[src/rtl/core/ptt_pkg.sv]
package ptt_pkg;

  // Default sizes of the slot table.
  localparam int unsigned SLOTS_DEF      = 16;
  localparam int unsigned DELAY_BITS_DEF = 16;
  localparam int unsigned ID_BITS_DEF    = 8;

  // Fixed field widths on the stream ports.
  localparam int unsigned OP_W    = 2;
  localparam int unsigned TASK_W  = 8;
  localparam int unsigned DLY_W   = 16;
  localparam int unsigned REP_W   = 16;
  localparam int unsigned KIND_W  = 2;
  localparam int unsigned SLOT_W  = 6;
  localparam int unsigned IN_DATA_W  = 40;
  localparam int unsigned OUT_DATA_W = 16;

  // At most this many results are reported for one item.
  localparam int unsigned MAX_RESULTS = 16;
  localparam int unsigned RES_CNT_W   = $clog2(MAX_RESULTS + 1);

  // Operation codes.
  localparam logic [OP_W-1:0] OP_TICK  = 2'd0;
  localparam logic [OP_W-1:0] OP_START = 2'd1;
  localparam logic [OP_W-1:0] OP_STOP  = 2'd2;
  localparam logic [OP_W-1:0] OP_POLL  = 2'd3;

  // Result kinds.
  localparam logic [KIND_W-1:0] KIND_FIRED   = 2'd0;
  localparam logic [KIND_W-1:0] KIND_STARTED = 2'd1;
  localparam logic [KIND_W-1:0] KIND_FULL    = 2'd2;

  // Status of the slot unit for the slot under evaluation.
  typedef struct packed {
    logic fire;
    logic active;
    logic match;
  } slot_flags_t;

endpackage

[src/rtl/core/ptt_ram.sv]
module ptt_ram #(
  parameter int unsigned WIDTH = 8,
  parameter int unsigned DEPTH = 16
) (
  input  logic                                     clk_i,
  input  logic                                     wr_en_i,
  input  logic [((DEPTH > 1) ? $clog2(DEPTH) : 1)-1:0] wr_addr_i,
  input  logic [WIDTH-1:0]                         wr_data_i,
  input  logic                                     rd_en_i,
  input  logic [((DEPTH > 1) ? $clog2(DEPTH) : 1)-1:0] rd_addr_i,
  output logic [WIDTH-1:0]                         rd_data_o
);

  logic [WIDTH-1:0] mem_q [DEPTH];
  logic [WIDTH-1:0] rd_data_q;

  // One write port and one registered read port.
  always_ff @(posedge clk_i) begin
    if (wr_en_i) begin
      mem_q[wr_addr_i] <= wr_data_i;
    end
    if (rd_en_i) begin
      rd_data_q <= mem_q[rd_addr_i];
    end
  end

  assign rd_data_o = rd_data_q;

endmodule

[src/rtl/core/ptt_slot_unit.sv]
module ptt_slot_unit #(
  parameter int unsigned DELAY_BITS = ptt_pkg::DELAY_BITS_DEF,
  parameter int unsigned ID_BITS    = ptt_pkg::ID_BITS_DEF
) (
  input  logic [ptt_pkg::OP_W-1:0]         op_i,
  input  logic [ID_BITS-1:0]               id_i,
  input  logic [ID_BITS-1:0]               owner_i,
  input  logic [DELAY_BITS-1:0]            reload_i,
  input  logic [DELAY_BITS-1:0]            remaining_i,
  input  logic signed [ptt_pkg::REP_W-1:0] repeats_i,
  output logic [DELAY_BITS-1:0]            remaining_o,
  output logic signed [ptt_pkg::REP_W-1:0] repeats_o,
  output ptt_pkg::slot_flags_t             flags_o
);

  import ptt_pkg::*;

  logic                    active;
  logic                    rem_zero;
  logic                    is_tick;
  logic                    is_poll;
  logic                    fire;
  logic [DELAY_BITS-1:0]   rem_dec;
  logic signed [REP_W-1:0] rep_next;

  assign active   = (repeats_i != '0);
  assign rem_zero = (remaining_i == '0);
  assign is_tick  = (op_i == OP_TICK);
  assign is_poll  = (op_i == OP_POLL);
  assign rem_dec  = remaining_i - DELAY_BITS'(1);

  // A tick fires a slot that counts down from one; a poll fires a slot already at zero.
  assign fire = active && ((is_tick && (remaining_i == DELAY_BITS'(1))) ||
                           (is_poll && rem_zero));

  // A positive count uses up one repeat; a negative count repeats forever.
  assign rep_next = (repeats_i > 0) ? (repeats_i - REP_W'(1)) : repeats_i;

  // Count down, then reload on a firing that leaves repeats.
  always_comb begin
    remaining_o = remaining_i;
    repeats_o   = repeats_i;
    if (active && is_tick && !rem_zero) begin
      remaining_o = rem_dec;
    end
    if (fire) begin
      repeats_o = rep_next;
      if (rep_next != '0) begin
        remaining_o = reload_i;
      end
    end
  end

  assign flags_o.fire   = fire;
  assign flags_o.active = active;
  assign flags_o.match  = (owner_i == id_i);

endmodule

[src/rtl/core/periodic_task_timer_table.sv]
// Periodic task timer table. Each item (tuser selects tick, start, stop or poll) walks
// the whole slot table once through one shared slot unit, one slot per cycle except
// while a fire result waits on a stalled output, out of a single-port-read slot
// memory; a start then passes through a further state that writes any new entry. Start
// gives one result (started or table full) with tlast; stop gives none; tick and poll
// give one fire result per firing slot in slot order, the final one with tlast, capped
// at MAX_RESULTS results per item. The input is not ready while an item is being worked
// on, but the next item is taken while a finished result still waits in the output
// register. Slot entries never written read as zero, so no clearing pass is needed
// after reset.
module periodic_task_timer_table #(
  parameter int unsigned SLOTS      = ptt_pkg::SLOTS_DEF,
  parameter int unsigned DELAY_BITS = ptt_pkg::DELAY_BITS_DEF,
  parameter int unsigned ID_BITS    = ptt_pkg::ID_BITS_DEF
) (
  input  logic                               clk_i,
  input  logic                               rst_ni,
  input  logic                               s_axis_tvalid,
  output logic                               s_axis_tready,
  // task_id [7:0], delay_ticks [23:8], repeat_count [39:24]
  input  logic [ptt_pkg::IN_DATA_W-1:0]      s_axis_tdata,
  // opcode [1:0]
  input  logic [ptt_pkg::OP_W-1:0]           s_axis_tuser,
  output logic                               m_axis_tvalid,
  input  logic                               m_axis_tready,
  // fired_task [7:0], slot_index [13:8], zero [15:14]
  output logic [ptt_pkg::OUT_DATA_W-1:0]     m_axis_tdata,
  // kind [1:0]
  output logic [ptt_pkg::KIND_W-1:0]         m_axis_tuser,
  output logic                               m_axis_tlast
);

  import ptt_pkg::*;

  localparam int unsigned IDX_W   = (SLOTS > 1) ? $clog2(SLOTS) : 1;
  localparam int unsigned ENTRY_W = ID_BITS + 2 * DELAY_BITS + REP_W;

  localparam logic [1:0] ST_IDLE  = 2'd0;
  localparam logic [1:0] ST_WALK  = 2'd1;
  localparam logic [1:0] ST_START = 2'd2;
  localparam logic [1:0] ST_FLUSH = 2'd3;

  logic [1:0]              state_q, state_d;
  logic [OP_W-1:0]         op_q, op_d;
  logic [ID_BITS-1:0]      id_q, id_d;
  logic [DELAY_BITS-1:0]   dly_q, dly_d;
  logic [REP_W-1:0]        rc_q, rc_d;
  logic [IDX_W-1:0]        idx_q, idx_d;
  logic                    hit_found_q, hit_found_d;
  logic [IDX_W-1:0]        hit_idx_q, hit_idx_d;
  logic                    empty_found_q, empty_found_d;
  logic [IDX_W-1:0]        empty_idx_q, empty_idx_d;
  logic                    stop_done_q, stop_done_d;
  logic [RES_CNT_W-1:0]    res_cnt_q, res_cnt_d;

  logic                    pend_valid_q, pend_valid_d;
  logic [KIND_W-1:0]       pend_kind_q, pend_kind_d;
  logic [TASK_W-1:0]       pend_task_q, pend_task_d;
  logic [SLOT_W-1:0]       pend_slot_q, pend_slot_d;

  logic                    out_valid_q, out_valid_d;
  logic [KIND_W-1:0]       out_kind_q, out_kind_d;
  logic [TASK_W-1:0]       out_task_q, out_task_d;
  logic [SLOT_W-1:0]       out_slot_q, out_slot_d;
  logic                    out_last_q, out_last_d;

  logic [SLOTS-1:0]        vld_q, vld_d;
  logic                    rdv_q;

  logic                    in_xfer;
  logic                    out_free;
  logic                    rd_en;
  logic [IDX_W-1:0]        rd_addr;
  logic                    wr_en;
  logic [IDX_W-1:0]        wr_addr;
  logic [ENTRY_W-1:0]      wr_data;
  logic [ENTRY_W-1:0]      rd_raw;
  logic [ENTRY_W-1:0]      entry;

  logic [ID_BITS-1:0]      ent_owner;
  logic [DELAY_BITS-1:0]   ent_reload;
  logic [DELAY_BITS-1:0]   ent_rem;
  logic signed [REP_W-1:0] ent_rep;
  logic [DELAY_BITS-1:0]   new_rem;
  logic signed [REP_W-1:0] new_rep;
  slot_flags_t             flags;

  logic                    is_timer;
  logic                    last_slot;
  logic                    want_emit;
  logic                    stall;
  logic                    advance;
  logic                    sel_found;
  logic [IDX_W-1:0]        sel_idx;

  // Slot memory: entry is {repeats, remaining, reload, owner}.
  ptt_ram #(
    .WIDTH (ENTRY_W),
    .DEPTH (SLOTS)
  ) u_ram (
    .clk_i     (clk_i),
    .wr_en_i   (wr_en),
    .wr_addr_i (wr_addr),
    .wr_data_i (wr_data),
    .rd_en_i   (rd_en),
    .rd_addr_i (rd_addr),
    .rd_data_o (rd_raw)
  );

  // Entries never written read as the reset value of zero.
  assign entry      = rdv_q ? rd_raw : '0;
  assign ent_owner  = entry[ID_BITS-1:0];
  assign ent_reload = entry[ID_BITS +: DELAY_BITS];
  assign ent_rem    = entry[ID_BITS + DELAY_BITS +: DELAY_BITS];
  assign ent_rep    = entry[ID_BITS + 2 * DELAY_BITS +: REP_W];

  ptt_slot_unit #(
    .DELAY_BITS (DELAY_BITS),
    .ID_BITS    (ID_BITS)
  ) u_slot (
    .op_i        (op_q),
    .id_i        (id_q),
    .owner_i     (ent_owner),
    .reload_i    (ent_reload),
    .remaining_i (ent_rem),
    .repeats_i   (ent_rep),
    .remaining_o (new_rem),
    .repeats_o   (new_rep),
    .flags_o     (flags)
  );

  // Handshake and walk control.
  assign in_xfer   = s_axis_tvalid && s_axis_tready;
  assign out_free  = !out_valid_q || m_axis_tready;
  assign is_timer  = (op_q == OP_TICK) || (op_q == OP_POLL);
  assign last_slot = (idx_q == IDX_W'(SLOTS - 1));
  assign want_emit = (state_q == ST_WALK) && is_timer && flags.fire &&
                     (res_cnt_q < RES_CNT_W'(MAX_RESULTS));
  assign stall     = want_emit && pend_valid_q && !out_free;
  assign advance   = (state_q == ST_WALK) && !stall;
  assign rd_en     = in_xfer || (advance && !last_slot);
  assign rd_addr   = in_xfer ? '0 : (idx_q + IDX_W'(1));
  assign sel_found = hit_found_q || empty_found_q;
  assign sel_idx   = hit_found_q ? hit_idx_q : empty_idx_q;

  // Write port: timer update or stop during the walk, new entry after a start scan.
  always_comb begin
    wr_en   = 1'b0;
    wr_addr = idx_q;
    wr_data = {new_rep, new_rem, ent_reload, ent_owner};
    if (advance && is_timer && flags.active) begin
      wr_en = 1'b1;
    end else if (advance && (op_q == OP_STOP) && flags.match && !stop_done_q) begin
      wr_en   = 1'b1;
      wr_data = {REP_W'(0), ent_rem, ent_reload, ent_owner};
    end else if ((state_q == ST_START) && sel_found) begin
      wr_en   = 1'b1;
      wr_addr = sel_idx;
      wr_data = {rc_q, dly_q, dly_q, id_q};
    end
  end

  assign s_axis_tready = (state_q == ST_IDLE);

  // Sequencer over the slots.
  always_comb begin
    state_d       = state_q;
    op_d          = op_q;
    id_d          = id_q;
    dly_d         = dly_q;
    rc_d          = rc_q;
    idx_d         = idx_q;
    hit_found_d   = hit_found_q;
    hit_idx_d     = hit_idx_q;
    empty_found_d = empty_found_q;
    empty_idx_d   = empty_idx_q;
    stop_done_d   = stop_done_q;
    res_cnt_d     = res_cnt_q;
    pend_valid_d  = pend_valid_q;
    pend_kind_d   = pend_kind_q;
    pend_task_d   = pend_task_q;
    pend_slot_d   = pend_slot_q;
    out_valid_d   = out_valid_q && !m_axis_tready;
    out_kind_d    = out_kind_q;
    out_task_d    = out_task_q;
    out_slot_d    = out_slot_q;
    out_last_d    = out_last_q;
    vld_d         = vld_q;

    if (wr_en) begin
      vld_d[wr_addr] = 1'b1;
    end

    unique case (state_q)
      ST_IDLE: begin
        if (in_xfer) begin
          op_d          = s_axis_tuser;
          id_d          = ID_BITS'(s_axis_tdata[TASK_W-1:0]);
          dly_d         = DELAY_BITS'(s_axis_tdata[TASK_W +: DLY_W]);
          rc_d          = s_axis_tdata[TASK_W + DLY_W +: REP_W];
          idx_d         = '0;
          hit_found_d   = 1'b0;
          empty_found_d = 1'b0;
          stop_done_d   = 1'b0;
          res_cnt_d     = '0;
          state_d       = ST_WALK;
        end
      end
      ST_WALK: begin
        if (advance) begin
          // Start scan: first owner match and first inactive slot.
          if (flags.match && !hit_found_q) begin
            hit_found_d = 1'b1;
            hit_idx_d   = idx_q;
          end
          if (!flags.active && !empty_found_q) begin
            empty_found_d = 1'b1;
            empty_idx_d   = idx_q;
          end
          if ((op_q == OP_STOP) && flags.match) begin
            stop_done_d = 1'b1;
          end
          // A new fire pushes the held one out, which is then known not to be last.
          if (want_emit) begin
            if (pend_valid_q) begin
              out_valid_d = 1'b1;
              out_kind_d  = pend_kind_q;
              out_task_d  = pend_task_q;
              out_slot_d  = pend_slot_q;
              out_last_d  = 1'b0;
            end
            pend_valid_d = 1'b1;
            pend_kind_d  = KIND_FIRED;
            pend_task_d  = TASK_W'(ent_owner);
            pend_slot_d  = SLOT_W'(idx_q);
            res_cnt_d    = res_cnt_q + RES_CNT_W'(1);
          end
          idx_d = idx_q + IDX_W'(1);
          if (last_slot) begin
            idx_d   = idx_q;
            state_d = (op_q == OP_START) ? ST_START : ST_FLUSH;
          end
        end
      end
      ST_START: begin
        pend_valid_d = 1'b1;
        if (sel_found) begin
          pend_kind_d = KIND_STARTED;
          pend_task_d = TASK_W'(id_q);
          pend_slot_d = SLOT_W'(sel_idx);
        end else begin
          pend_kind_d = KIND_FULL;
          pend_task_d = '0;
          pend_slot_d = '0;
        end
        state_d = ST_FLUSH;
      end
      ST_FLUSH: begin
        // The held result is the final one of this item.
        if (!pend_valid_q) begin
          state_d = ST_IDLE;
        end else if (out_free) begin
          out_valid_d  = 1'b1;
          out_kind_d   = pend_kind_q;
          out_task_d   = pend_task_q;
          out_slot_d   = pend_slot_q;
          out_last_d   = 1'b1;
          pend_valid_d = 1'b0;
          state_d      = ST_IDLE;
        end
      end
      default: begin
        state_d = ST_IDLE;
      end
    endcase
  end

  // Control registers.
  always_ff @(posedge clk_i or negedge rst_ni) begin
    if (!rst_ni) begin
      state_q       <= ST_IDLE;
      hit_found_q   <= 1'b0;
      empty_found_q <= 1'b0;
      stop_done_q   <= 1'b0;
      res_cnt_q     <= '0;
      pend_valid_q  <= 1'b0;
      out_valid_q   <= 1'b0;
      vld_q         <= '0;
      rdv_q         <= 1'b0;
    end else begin
      state_q       <= state_d;
      hit_found_q   <= hit_found_d;
      empty_found_q <= empty_found_d;
      stop_done_q   <= stop_done_d;
      res_cnt_q     <= res_cnt_d;
      pend_valid_q  <= pend_valid_d;
      out_valid_q   <= out_valid_d;
      vld_q         <= vld_d;
      if (rd_en) begin
        rdv_q <= vld_q[rd_addr];
      end
    end
  end

  // Payload registers.
  always_ff @(posedge clk_i) begin
    op_q        <= op_d;
    id_q        <= id_d;
    dly_q       <= dly_d;
    rc_q        <= rc_d;
    idx_q       <= idx_d;
    hit_idx_q   <= hit_idx_d;
    empty_idx_q <= empty_idx_d;
    pend_kind_q <= pend_kind_d;
    pend_task_q <= pend_task_d;
    pend_slot_q <= pend_slot_d;
    out_kind_q  <= out_kind_d;
    out_task_q  <= out_task_d;
    out_slot_q  <= out_slot_d;
    out_last_q  <= out_last_d;
  end

  assign m_axis_tvalid = out_valid_q;
  assign m_axis_tdata  = {(OUT_DATA_W - TASK_W - SLOT_W)'(0), out_slot_q, out_task_q};
  assign m_axis_tuser  = out_kind_q;
  assign m_axis_tlast  = out_last_q;

endmodule

[config.mk]
export PLATFORM = sky130hd
export DESIGN_NAME = periodic_task_timer_table
export DESIGN_NICKNAME = d
export VERILOG_FILES = /design/src/rtl/core/ptt_pkg.sv /design/src/rtl/core/ptt_ram.sv /design/src/rtl/core/ptt_slot_unit.sv /design/src/rtl/core/periodic_task_timer_table.sv
export SDC_FILE = /design/constraint.sdc
export NUM_CORES = 1
export LEC_CHECK = 0
export ABC_AREA = 1
export BUFFER_PORTS_ARGS = -buffer_cell sky130_fd_sc_hd__buf_2
export CAP_MARGIN = 5
export CORE_ASPECT_RATIO = 0.9
export CORE_MARGIN = 3
export CORE_UTILIZATION = 45
export CTS_CLUSTER_DIAMETER = 60
export DETAILED_ROUTE_END_ITERATION = 16
export PLACE_DENSITY_LB_ADDON = 0.25
export SYNTH_ARGS = -nofsm -noshare
export SYNTH_HDL_FRONTEND = slang
export SYNTH_HIERARCHICAL = 1
export SYNTH_SLANG_ARGS = --single-unit
export TNS_END_PERCENT = 100
[constraint.sdc]
create_clock -name clk_i -period 5.51 [get_ports clk_i]
set_input_delay 0.551 -clock clk_i [delete_from_list [all_inputs] [get_ports clk_i]]
set_output_delay 0.551 -clock clk_i [all_outputs]
set_load 0.05 [all_outputs]
**Yosys cells after proc, flatten, opt, wreduce, memory -nomap -nowiden**

Memories as Yosys holds them, arrays and structs flattened. A register that Yosys moved wholly into a read port is not among the register bits.
Cells that the tools add are included.

- Eq/ne operators: 21
- Reduce and logical (&&, ||, !) cells: 60
- Multiplexer cells: 95
- Add/sub/neg operators: 4
- Magnitude comparators: 5
- Bitwise operators: 1

Operators with widths:

| kind | count |
|---|---|
| 56-bit two-way mux | 4 |
| 16-bit two-way mux | 5 |
| 8-bit two-way mux | 8 |
| 6-bit two-way mux | 7 |
| 4-bit two-way mux | 9 |
| 8-bit case mux with 2 select lines | 2 |
| 16-bit nonzero test | 2 |
| 1-bit two-way mux | 29 |
| 2-bit two-way mux | 13 |
| 1-bit logical AND | 24 |
| 6-bit case mux with 2 select lines | 2 |
| 4-bit AND reduction | 6 |
| 16-bit by 1-bit == test with 1-bit output, second input constant | 1 |
| 16-bit by 1-bit > comparator with 1-bit output, second input constant | 1 |
| 16-bit logical NOT | 1 |
| 16-bit bitwise OR | 1 |
| 16-bit by 1-bit subtractor with 16-bit output, second input constant | 1 |
| 16-bit by 2-bit subtractor with 16-bit output, second input constant | 1 |
| 5-bit two-way mux | 3 |
| 2-bit inequality test, second input constant | 7 |
| 3-bit AND reduction | 4 |
| 1-bit logical NOT | 10 |
| 4-bit by 5-bit < comparator with 1-bit output, second input constant | 2 |
| 1-bit case mux with 2 select lines | 5 |
| other kinds (23) | 38 |

- RAM bits: 896
- Bits of input ports: 46
- Memories kept: 1
- Word-level logic and storage cells: 210
- Flip-flop bits (word level): 116

Memory list:

| name | depth | bits a word | read ports | clocked after Yosys merged registers in | write ports | RTL line | source |
|---|---|---|---|---|---|---|---|
| u_ram.mem_q | 16 | 56 | 1 | 1 | 1 | ptt_ram.sv:14 | `logic [WIDTH-1:0] mem_q [DEPTH];` |

**Logic depth before layout (Yosys ltp)**

Gate-level depths: netlist of the first run.

- Depth after elaboration: 21
- Depth in mapped cells: 25

**By module**

Netlist of the first run, hierarchy kept.

Modules (own cells, without submodules):

| module | area each (um^2) | seq. area each (um^2) | instances | cells each |
|---|---|---|---|---|
| ptt_ram | 40239.8 | 28587.4 | 1 | 3688 |
| periodic_task_timer_table | 5950.7 | 3218.1 | 1 | 661 |
| ptt_slot_unit | 2104.5 | 0.0 | 1 | 438 |

**Worst setup path before layout of the first run**

No wires, ideal clock.

- Path kind: reg2reg
- From: reg rdv_q
- To: mem u_ram/mem_q[10][0] (netlist name), enable pin
- Arrival time: 5582 ps
- Clock period less this slack: 6052 ps
- Data required time: 5040 ps
- Cell stages (with the launch flop): 26
- Path buffers: 5
- Setup slack: -542 ps
- Cells stage by stage: dfrtp_1 clkbuf_1 buf_1 nand2_1 inv_1 inv_1 ha_1 nand2_2 nor2_4 nand2_4 buf_6 nand2_1 clkinv_1 buf_4 nand2_1 nor2_8 nand2_8 nand2_8 buf_12 inv_6 nand2_1 nand2_4 inv_1 inv_1 nand2_1 nor2_1

RTL lines:

| item | RTL line | source |
|---|---|---|
| from (decl) | periodic_task_timer_table.sv:68 | `logic rdv_q;` |
| from (signal assigned) | periodic_task_timer_table.sv:300 | `rdv_q <= vld_q[rd_addr];` |
| 56-bit two-way mux (*) | periodic_task_timer_table.sv:111 | `assign entry = rdv_q ? rd_raw : '0;` |
| via entry[40] | periodic_task_timer_table.sv:78 | `logic [ENTRY_W-1:0] entry;` |
| 16-bit nonzero test (*) | ptt_slot_unit.sv:26 | `assign active = (repeats_i != '0);` |
| via u_slot.active | ptt_slot_unit.sv:18 | `logic active;` |
| 1-bit logical AND (*) | ptt_slot_unit.sv:33 | `assign fire = active && ((is_tick && (remaining_i == DELAY_BITS'(1))) \|\|` |
| via u_slot.fire | ptt_slot_unit.sv:22 | `logic fire;` |
| 1-bit logical AND (*) (2 in series) | periodic_task_timer_table.sv:137 | `assign want_emit = (state_q == ST_WALK) && is_timer && flags.fire &&` |
| 1-bit logical AND (*) (2 in series) | periodic_task_timer_table.sv:139 | `assign stall = want_emit && pend_valid_q && !out_free;` |
| 1-bit logical NOT (*) | periodic_task_timer_table.sv:140 | `assign advance = (state_q == ST_WALK) && !stall;` |
| 1-bit logical AND (*) | periodic_task_timer_table.sv:140 |  |
| 1-bit logical AND (3 in series) | periodic_task_timer_table.sv:153 | `end else if (advance && (op_q == OP_STOP) && flags.match && !stop_done_q) begin` |
| 4-bit two-way mux | periodic_task_timer_table.sv:153 |  |
| 4-bit two-way mux (*) | periodic_task_timer_table.sv:151 | `if (advance && is_timer && flags.active) begin` |
| via wr_addr[0] | periodic_task_timer_table.sv:75 | `logic [IDX_W-1:0] wr_addr;` |
| to (decl) | ptt_ram.sv:14 |  |

The timed path passes the listed nets; every way through them passes the cells marked *.

==> key figures, run 1 <==
Place
  – Cell Area, Placed: 0.0502 mm2
  – DP Worst Slack: 0.581 ns
  – Hpwl dp: 74.3 mm
  – PortBufs: 62
  – Cells after DPL: 6,125
  – Placer Congestion: 0.877

Clock network
  – Clock slew at reported path FFs: 0.06 ns
  – Num CTS Buffers: 109
  – CTS Buffer Depth: 3
  – Root Driver: clkbuf_16
  – Clock Sinks: 1,064
  – Post-CTS Setup Bufs: 0
  – Clk_lat worst skew: 0.70 ns
  – Htree depth: 3
  – CTS tree: built

Detailed routing
  – Initial detailed-routing violation count: 3,652
  – Detailed-route DRC error count: 0
  – Antenna-violating nets left: 0
  – Drt first pass iters: 6
  – DR vias: 33,200
  – WL final: 127 mm
  – Routed WL per cell: 20.0 um
  – Via/cell ratio: 5.22

Floorplanning
  – Chip Height: 317 um
  – Core region area: 0.106 mm2
  – DIE AREA: 0.111 mm2
  – Site Rows: 113
  – Initial core utilization: 45.5%
  – Die width: 351 um
  – IO Count: 67

Logic synthesis
  – Post-synth top flop: edfxtp_1
  – Synth warn: 6
  – Synth top area share: 64.4%
  – Post-synth EDFFs: 1,035
  – Sequential area share after synthesis: 65.9%
  – Synth area leaders: edfxtp_1 64%, nand2_1 12%, nand3_1 7.6%
  – Async SR Flop Fraction: 2.73%
  – Synthesized flop and latch total: 1,064
  – Synth Instances: 4,787
  – Commonest cells in the synthesized netlist: 1,505 x nand2_1, 1,035 x edfxtp_1, 856 x inv_1
  – Synth unique cells: 48
  – Cell area after synthesis: 0.0483 mm2
  – Mean Syn Cell Area: 10.1 um2
  – Most frequent cell after synthesis: nand2_1
  – Yosys top cell by area: edfxtp_1

Timing
  – Final clock skew: 0.0317 ns
  – RSZ-0062 raised after global routing: false
  – Final setup fails: 0
  – Final worst slack: 0.477 ns
  – FMAX: 199 MHz
  – Max_slew headroom: 7.09%
  – Worst hold margin: 0.0436 ns
  – Final hold vios: 0
  – Pins over their slew limit: 0
  – Fin crit share: 91.3%
  – Final min period: 5.03 ns
  – Setup TNS: 0 ns
  – Tightest Pin Transition: 1.39 ns

Finish
  – Nets: 4,940
  – Layout cells sized above 1: 8.62%
  – Fin area: 0.0541 mm2
  – # fillers: 9,378
  – Final Non-Filler Cells: 6,358
  – P&R area growth vs syn: 12.1%

Setup path
  – CP Max Fanout: 41
  – CP required: 5.87 ns
  – R2R Setup Slk: 0.48 ns
  – Setup CP Type: flip-flop to flip-flop
  – Reg2reg end: u_ram/mem_q[7][3]
  – CP endpoint: u_ram/mem_q[7][3]
  – Critical R2R Launch: rdv_q
  – Worst Setup End Kind: flip-flop
  – WP data arrival: 5.39 ns
  – Startpoint Class: flip-flop
  – Reg2reg path depth: 21
  – CP startpoint: rdv_q

Power
  – Net Sw Frac: 43.1%
  – Pint: 20.0 mW
  – Worst vdd ir: 0.594 mV
  – Pwr dens: 648 mW/mm2
  – Switch Pwr: 15.1 mW
  – Leakage power: 23.4 nW
  – Share of total power in sequential cells: 33.6%
  – Clock power frac: 21.7%
  – Comb power frac: 44.8%

GRT
  – Largest net degree at the start of global routing: 217
  – GRT Residual Overflow: 0
  – First-pass GRT wire length: 191 mm
  – Vias in the first global route: 30,600
  – Initial antenna violation count: 4
  – GRT Util Overall: 22.7%

Hold path
  – Hold path cells: 1
  – Type of the tightest min-delay check: primary input to flip-flop

Job
  – Maxcap violations: 0

Run status
  – Status: completed
routing by layer:
metal / vias to the layer above / part of all wire [%] / GRT usage [%]
met1: 15900 / 45 / 34.4
met3: 180 / 8.4 / 3.51
li1: 15700 / - / -
met2: 1375 / 44 / 34.3
met4: 2 / 2.2 / 5.92
met5: - / 0.010 / 0
power by group through the flow:
stage	Sequential, mW	Clock, mW	Combinational (mW)
after floorplan	12.0	0	10.2
after global placement	11.9	0	15.4
after detailed placement	11.9	0	15.5
after CTS	11.8	7.73	15.6
after global routing	11.8	8.06	17.1
final	11.8	7.60	15.7
cell usage in the layout, fill, tap and decap left out, types with 10 or more instances in the layout:
cell	instances
o22ai_1	26
a21oi_1	33
dfrtp_1	28
buf_4	98
bufinv_16	17
buf_12	20
nand3_1	736
nor2_4	27
ha_1	11
inv_1	851
edfxtp_1	1035
clkbuf_16	111
nand2_2	10
clkbuf_1	13
nor2_1	107
buf_2	62
dlygate4sd3_1	27
clkinv_1	33
nor3_1	20
nand2_1	1504
xnor2_1	13
nand4_1	16
clkinv_2	19
o21ai_0	50
xor2_1	12
timing repair:
action | in CTS | in global routing
gates resized for setup | 0 | 0
hold buffers | 27 | 0
endpoints found under the hold margin | 55 | 0
cell type report:
class                           count  area (um2)  area share [%]
Antenna cell                        1        2.50         0.00462
Clock buffer                      124        2830            5.22
Clock inverter                     81         861            1.59
Inverter                          864        3290            6.08
Multi-Input combinational cell   2637       11900            22.0
Sequential cell                  1064       31800            58.8
Tap cell                         1380        1730            3.19
Timing Repair Buffer              207        1720            3.17
through the flow:
step | util, % | power [mW]
after floorplan | - | 22.2
after global routing | 51.0 | 37.0
after detailed placement | 47.3 | 27.4
after global placement | 47.3 | 27.3
after CTS | 51.0 | 35.1
final | 51.0 | 35.1
critical path: stages, from the launching register on:
cell      delay (ns)
dfrtp_2         0.43
buf_12          0.19
nand2_1         0.08
inv_1           0.08
inv_1           0.13
ha_1            0.19
nand2_1         0.12
nor2_1          0.21
nand4_1         0.17
nand2_1         0.10
nand2_1         0.07
clkinv_1        0.12
nand2_1         0.14
nor2_8          0.18
nand2_8         0.11
nand2_8         0.21
nand3_4         0.29
nand2_1         0.13
nand2_1         0.18
nand3b_1        0.45
nor2_4          0.68
buf_4           0.38
sequential cells by signal (all words and copies together) (netlist names), 4 cells and up:
| name | flops |
|---|---|
| dly_q | 16 |
| empty_idx_q | 4 |
| hit_idx_q | 4 |
| id_q | 8 |
| idx_q | 4 |
| out_slot_q | 4 |
| out_task_q | 8 |
| pend_slot_q | 4 |
| pend_task_q | 8 |
| rc_q | 16 |
| res_cnt_q | 5 |
| u_ram/mem_q | 896 |
| u_ram/rd_data_o | 56 |
| vld_q | 16 |
kinds of logic after synthesis:
logic type | after synthesis | synth area share (%)
adders and majority gates | 11 | 0.285
DFF | 1064 | 65.9
xor gates and xnor gates | 25 | 0.453
buffers and inverters | 1089 | 9.84
and+or+nand+nor | 2464 | 22.0
AOI/OAI and AO/OA | 133 | 1.58
other | 1 | 0.00776
how the worst min path moves through the flow:
| stage | slack, ns | end | from |
|---|---|---|---|
| after global routing | 0.008 | dly_q[12] | s_axis_tdata[20] |
| after global placement | 0.40 | out_task_q[5] | pend_task_q[5] |
| after floorplan | 0.26 | empty_found_q | rst_ni |
| after detailed placement | 0.41 | out_task_q[1] | pend_task_q[1] |
| final | 0.04 | dly_q[12] | s_axis_tdata[20] |
| after CTS | 0.0002 | rc_q[15] | s_axis_tdata[39] |
Note: power is estimated with default switching activity, not from simulation.
==> inputs of run 2 (changes only) <==
==> constraint.sdc (replaced) <==
create_clock -name clk_i -period 5.6 [get_ports clk_i]
set_input_delay 0.56 -clock clk_i [delete_from_list [all_inputs] [get_ports clk_i]]
set_output_delay 0.56 -clock clk_i [all_outputs]
set_load 0.05 [all_outputs]
==> run 2 against run 1 <==
  * Count of clock-buffer cells in the layout up 6
  * Critical path type unchanged
  * Final area down 0.31%
  * Sequential cell count unchanged
==> key figures, run 2 (same netlist as run 1, synthesis figures left out) <==
GRT
  – Initial antenna violation count: 1 (-3)
  – First-pass GRT wire length: 190 mm (-0.51%)
  – Vias in the first global route: 30,500 (-0.38%)
  – Largest net degree at the start of global routing: 166 (-24%)
  – GRT Util Overall: 22.6% (-0.061 points)
  – GRT Residual Overflow: 0 (unchanged)

Clock network
  – CTS Buffer Depth: 3 (unchanged)
  – Root Driver: clkbuf_16
  – Num CTS Buffers: 109 (unchanged)
  – Clk_lat worst skew: 0.70 ns (about the same)
  – CTS tree: built
  – Clock slew at reported path FFs: 0.06 ns (about the same)
  – Clock Sinks: 1,064 (unchanged)
  – Htree depth: 3 (unchanged)

Detailed routing
  – Antenna-violating nets left: 0 (unchanged)
  – Initial detailed-routing violation count: 3,573 (-2.2%)
  – Detailed-route DRC error count: 0 (unchanged)
  – Drt first pass iters: 5 (-1)
  – WL final: 126 mm (-0.77%)
  – Routed WL per cell: 19.9 um (-0.48%)
  – DR vias: 32,800 (-1.2%)
  – Via/cell ratio: 5.17 (-0.90%)

Timing
  – Setup TNS: 0 ns (unchanged)
  – Max_slew headroom: 19.4% (+12 points)
  – Fin crit share: 95.3% (+3.9 points)
  – Final setup fails: 0 (unchanged)
  – FMAX: 187 MHz (-5.7%)
  – RSZ-0062 raised after global routing: false
  – Final clock skew: 0.0289 ns (-0.00287 ns)
  – Tightest Pin Transition: 1.21 ns (-0.184 ns)
  – Pins over their slew limit: 0 (unchanged)
  – Final hold vios: 0 (unchanged)
  – Final min period: 5.34 ns (+0.302 ns)

Finish
  – Most frequent cells in the layout: 1,504 x nand2_1, 1,035 x edfxtp_1, 851 x inv_1
  – Final core utilization: 50.9% (-0.16 points)
  – Register area: 0.0318 mm2 (unchanged)
  – # fillers: 9,368 (-0.11%)
  – Largest reg by FF count: u_ram/mem_q
  – Max reg flops: 896 (unchanged)
  – Multi-input gate area: 0.0119 mm2 (unchanged)
  – Commonest non-fill, non-tap cell in the layout: nand2_1
  – Final Non-Filler Cells: 6,339 (-0.30%)
  – P&R area growth vs syn: 11.7%
  – Layout cells sized above 1: 8.35% (-0.27 points)
  – Nets: 4,928 (-0.24%)

Setup path
  – CP required: 5.98 ns (+0.11 ns)
  – Worst-path cell chain: buf_12, nand2_1, inv_1, inv_1, ha_1, nand2_1, nor2_1, nand4_1, nand2_1, nand2_1, clkinv_1, nand2_1, nor2_8, nand2_8, nand2_8, inv_6, nand2_1, nand2_4, inv_1, inv_1, nand2_1, nor2_4, buf_12
  – Critical-path top delay cell: nor2_4
  – Setup CP Type: flip-flop to flip-flop
  – Worst Setup End Kind: flip-flop
  – Startpoint Class: flip-flop
  – Family with the most delay on the worst path: simple AND/OR/NAND/NOR gates
  – WP buf/inv: 8 (+3)
  – CP dominant cell by count: nand2_1
  – WP data arrival: 5.71 ns (+0.32 ns)
  – CP Max Fanout: 32 (-22%)
  – Slowest stage delay, CP: 0.79 ns (+0.11 ns)

Power
  – Worst vdd ir: 0.673 mV (+13%)
  – Leakage power: 23.3 nW (-0.43%)
  – Pwr dens: 633 mW/mm2 (-2.3%)

Job
  – Maxcap violations: 0 (unchanged)

Place
  – PortBufs: 62 (unchanged)
  – Hpwl dp: 73.7 mm (-0.85%)
  – Placer Congestion: 0.886 (+0.97%)
  – Cells after DPL: 6,120 (-0.082%)

Floorplanning
  – Chip Height: 317 um (unchanged)
  – Site Rows: 113 (unchanged)
  – Die width: 351 um (unchanged)
  – Core region area: 0.106 mm2 (unchanged)
  – DIE AREA: 0.111 mm2 (unchanged)
  – Initial core utilization: 45.5% (unchanged)
  – IO Count: 67 (unchanged)

Hold path
  – Type of the tightest min-delay check: primary input to flip-flop

Run status
  – Status: completed
[run 2: through the flow]
| step | setup slack, ns | instance area [um2] | hold slack (ns) | power, mW |
|---|---|---|---|---|
| final | 0.264 | 54000 | 0.0433 | 34.1 |
| after global routing | 0.000176 | 54000 | 0.0161 | 36.1 |
| after CTS | 0.357 | 54000 | 0.00530 | 34.2 |
| after detailed placement | 0.377 | 50200 | 0.405 | 26.8 |
| after global placement | 0.474 | 50200 | 0.402 | 26.8 |
| after floorplan | -0.452 | 48300 | 0.264 | 21.8 |
[run 2: layout make-up]
class / instances / share of cell area (%)
Multi-Input combinational cell: 2637 / 22.0
Tap cell: 1380 / 3.20
Timing Repair Buffer: 195 / 3.05
Sequential cell: 1064 / 58.9
Inverter: 864 / 6.10
Clock inverter: 68 / 1.41
Antenna cell: 1 / 0.00464
Clock buffer: 130 / 5.24
[run 2: where the power goes]
part	leakage, nW	switching (mW)	total [mW]	internal [mW]
Sequential	9.83	0.316	11.6	11.3
Combinational	11.8	11.3	15.2	3.88
Clock	1.74	3.11	7.33	4.22
[run 2: worst register-to-register path, stage by stage, from the launching register on]
cell      delay (ns)
dfrtp_2         0.71
buf_12          0.28
nand2_1         0.07
inv_1           0.15
inv_1           0.13
ha_1            0.23
nand2_1         0.11
nor2_1          0.09
nand4_1         0.13
nand2_1         0.07
nand2_1         0.08
clkinv_1        0.34
nand2_1         0.31
nor2_8          0.07
nand2_8         0.12
nand2_8         0.11
inv_6           0.18
nand2_1         0.13
nand2_4         0.14
inv_1           0.11
inv_1           0.09
nand2_1         0.23
nor2_4          0.79
buf_12          0.32
[run 2: worst paths after layout]
check | slack, ns | from | cells after the start | endpoint
hold reg to reg | 0.42 | pend_slot_q[1] | 0 | out_slot_q[1]
setup / recovery | 0.26 | rdv_q | 23 | u_ram/mem_q[14][12]
hold / removal | 0.04 | s_axis_tuser[1] | 1 | op_q[1]
min in group asynchronous | 0.46 | rst_ni | 2 | m_axis_tvalid
setup reg to reg | 0.26 | rdv_q | 23 | u_ram/mem_q[14][12]
max in group asynchronous | 4.64 | rst_ni | 2 | rdv_q
[run 2: layer usage]
| metal | global-route usage, % | vias to the layer above | share of wire [%] |
|---|---|---|---|
| met2 | 34.1 | 1330 | 44 |
| met5 | 0 | - | 0 |
| met1 | 33.5 | 15600 | 45 |
| met4 | 6.64 | 0 | 2.8 |
| li1 | - | 15600 | - |
| met3 | 4.30 | 203 | 8.6 |
[run 2: repair_timing]
action | in CTS | in global routing
hold endpoints to repair | 48 | 0
resized for setup | 0 | 0
hold buffers | 20 | 0
buffers inserted | 0 | 0
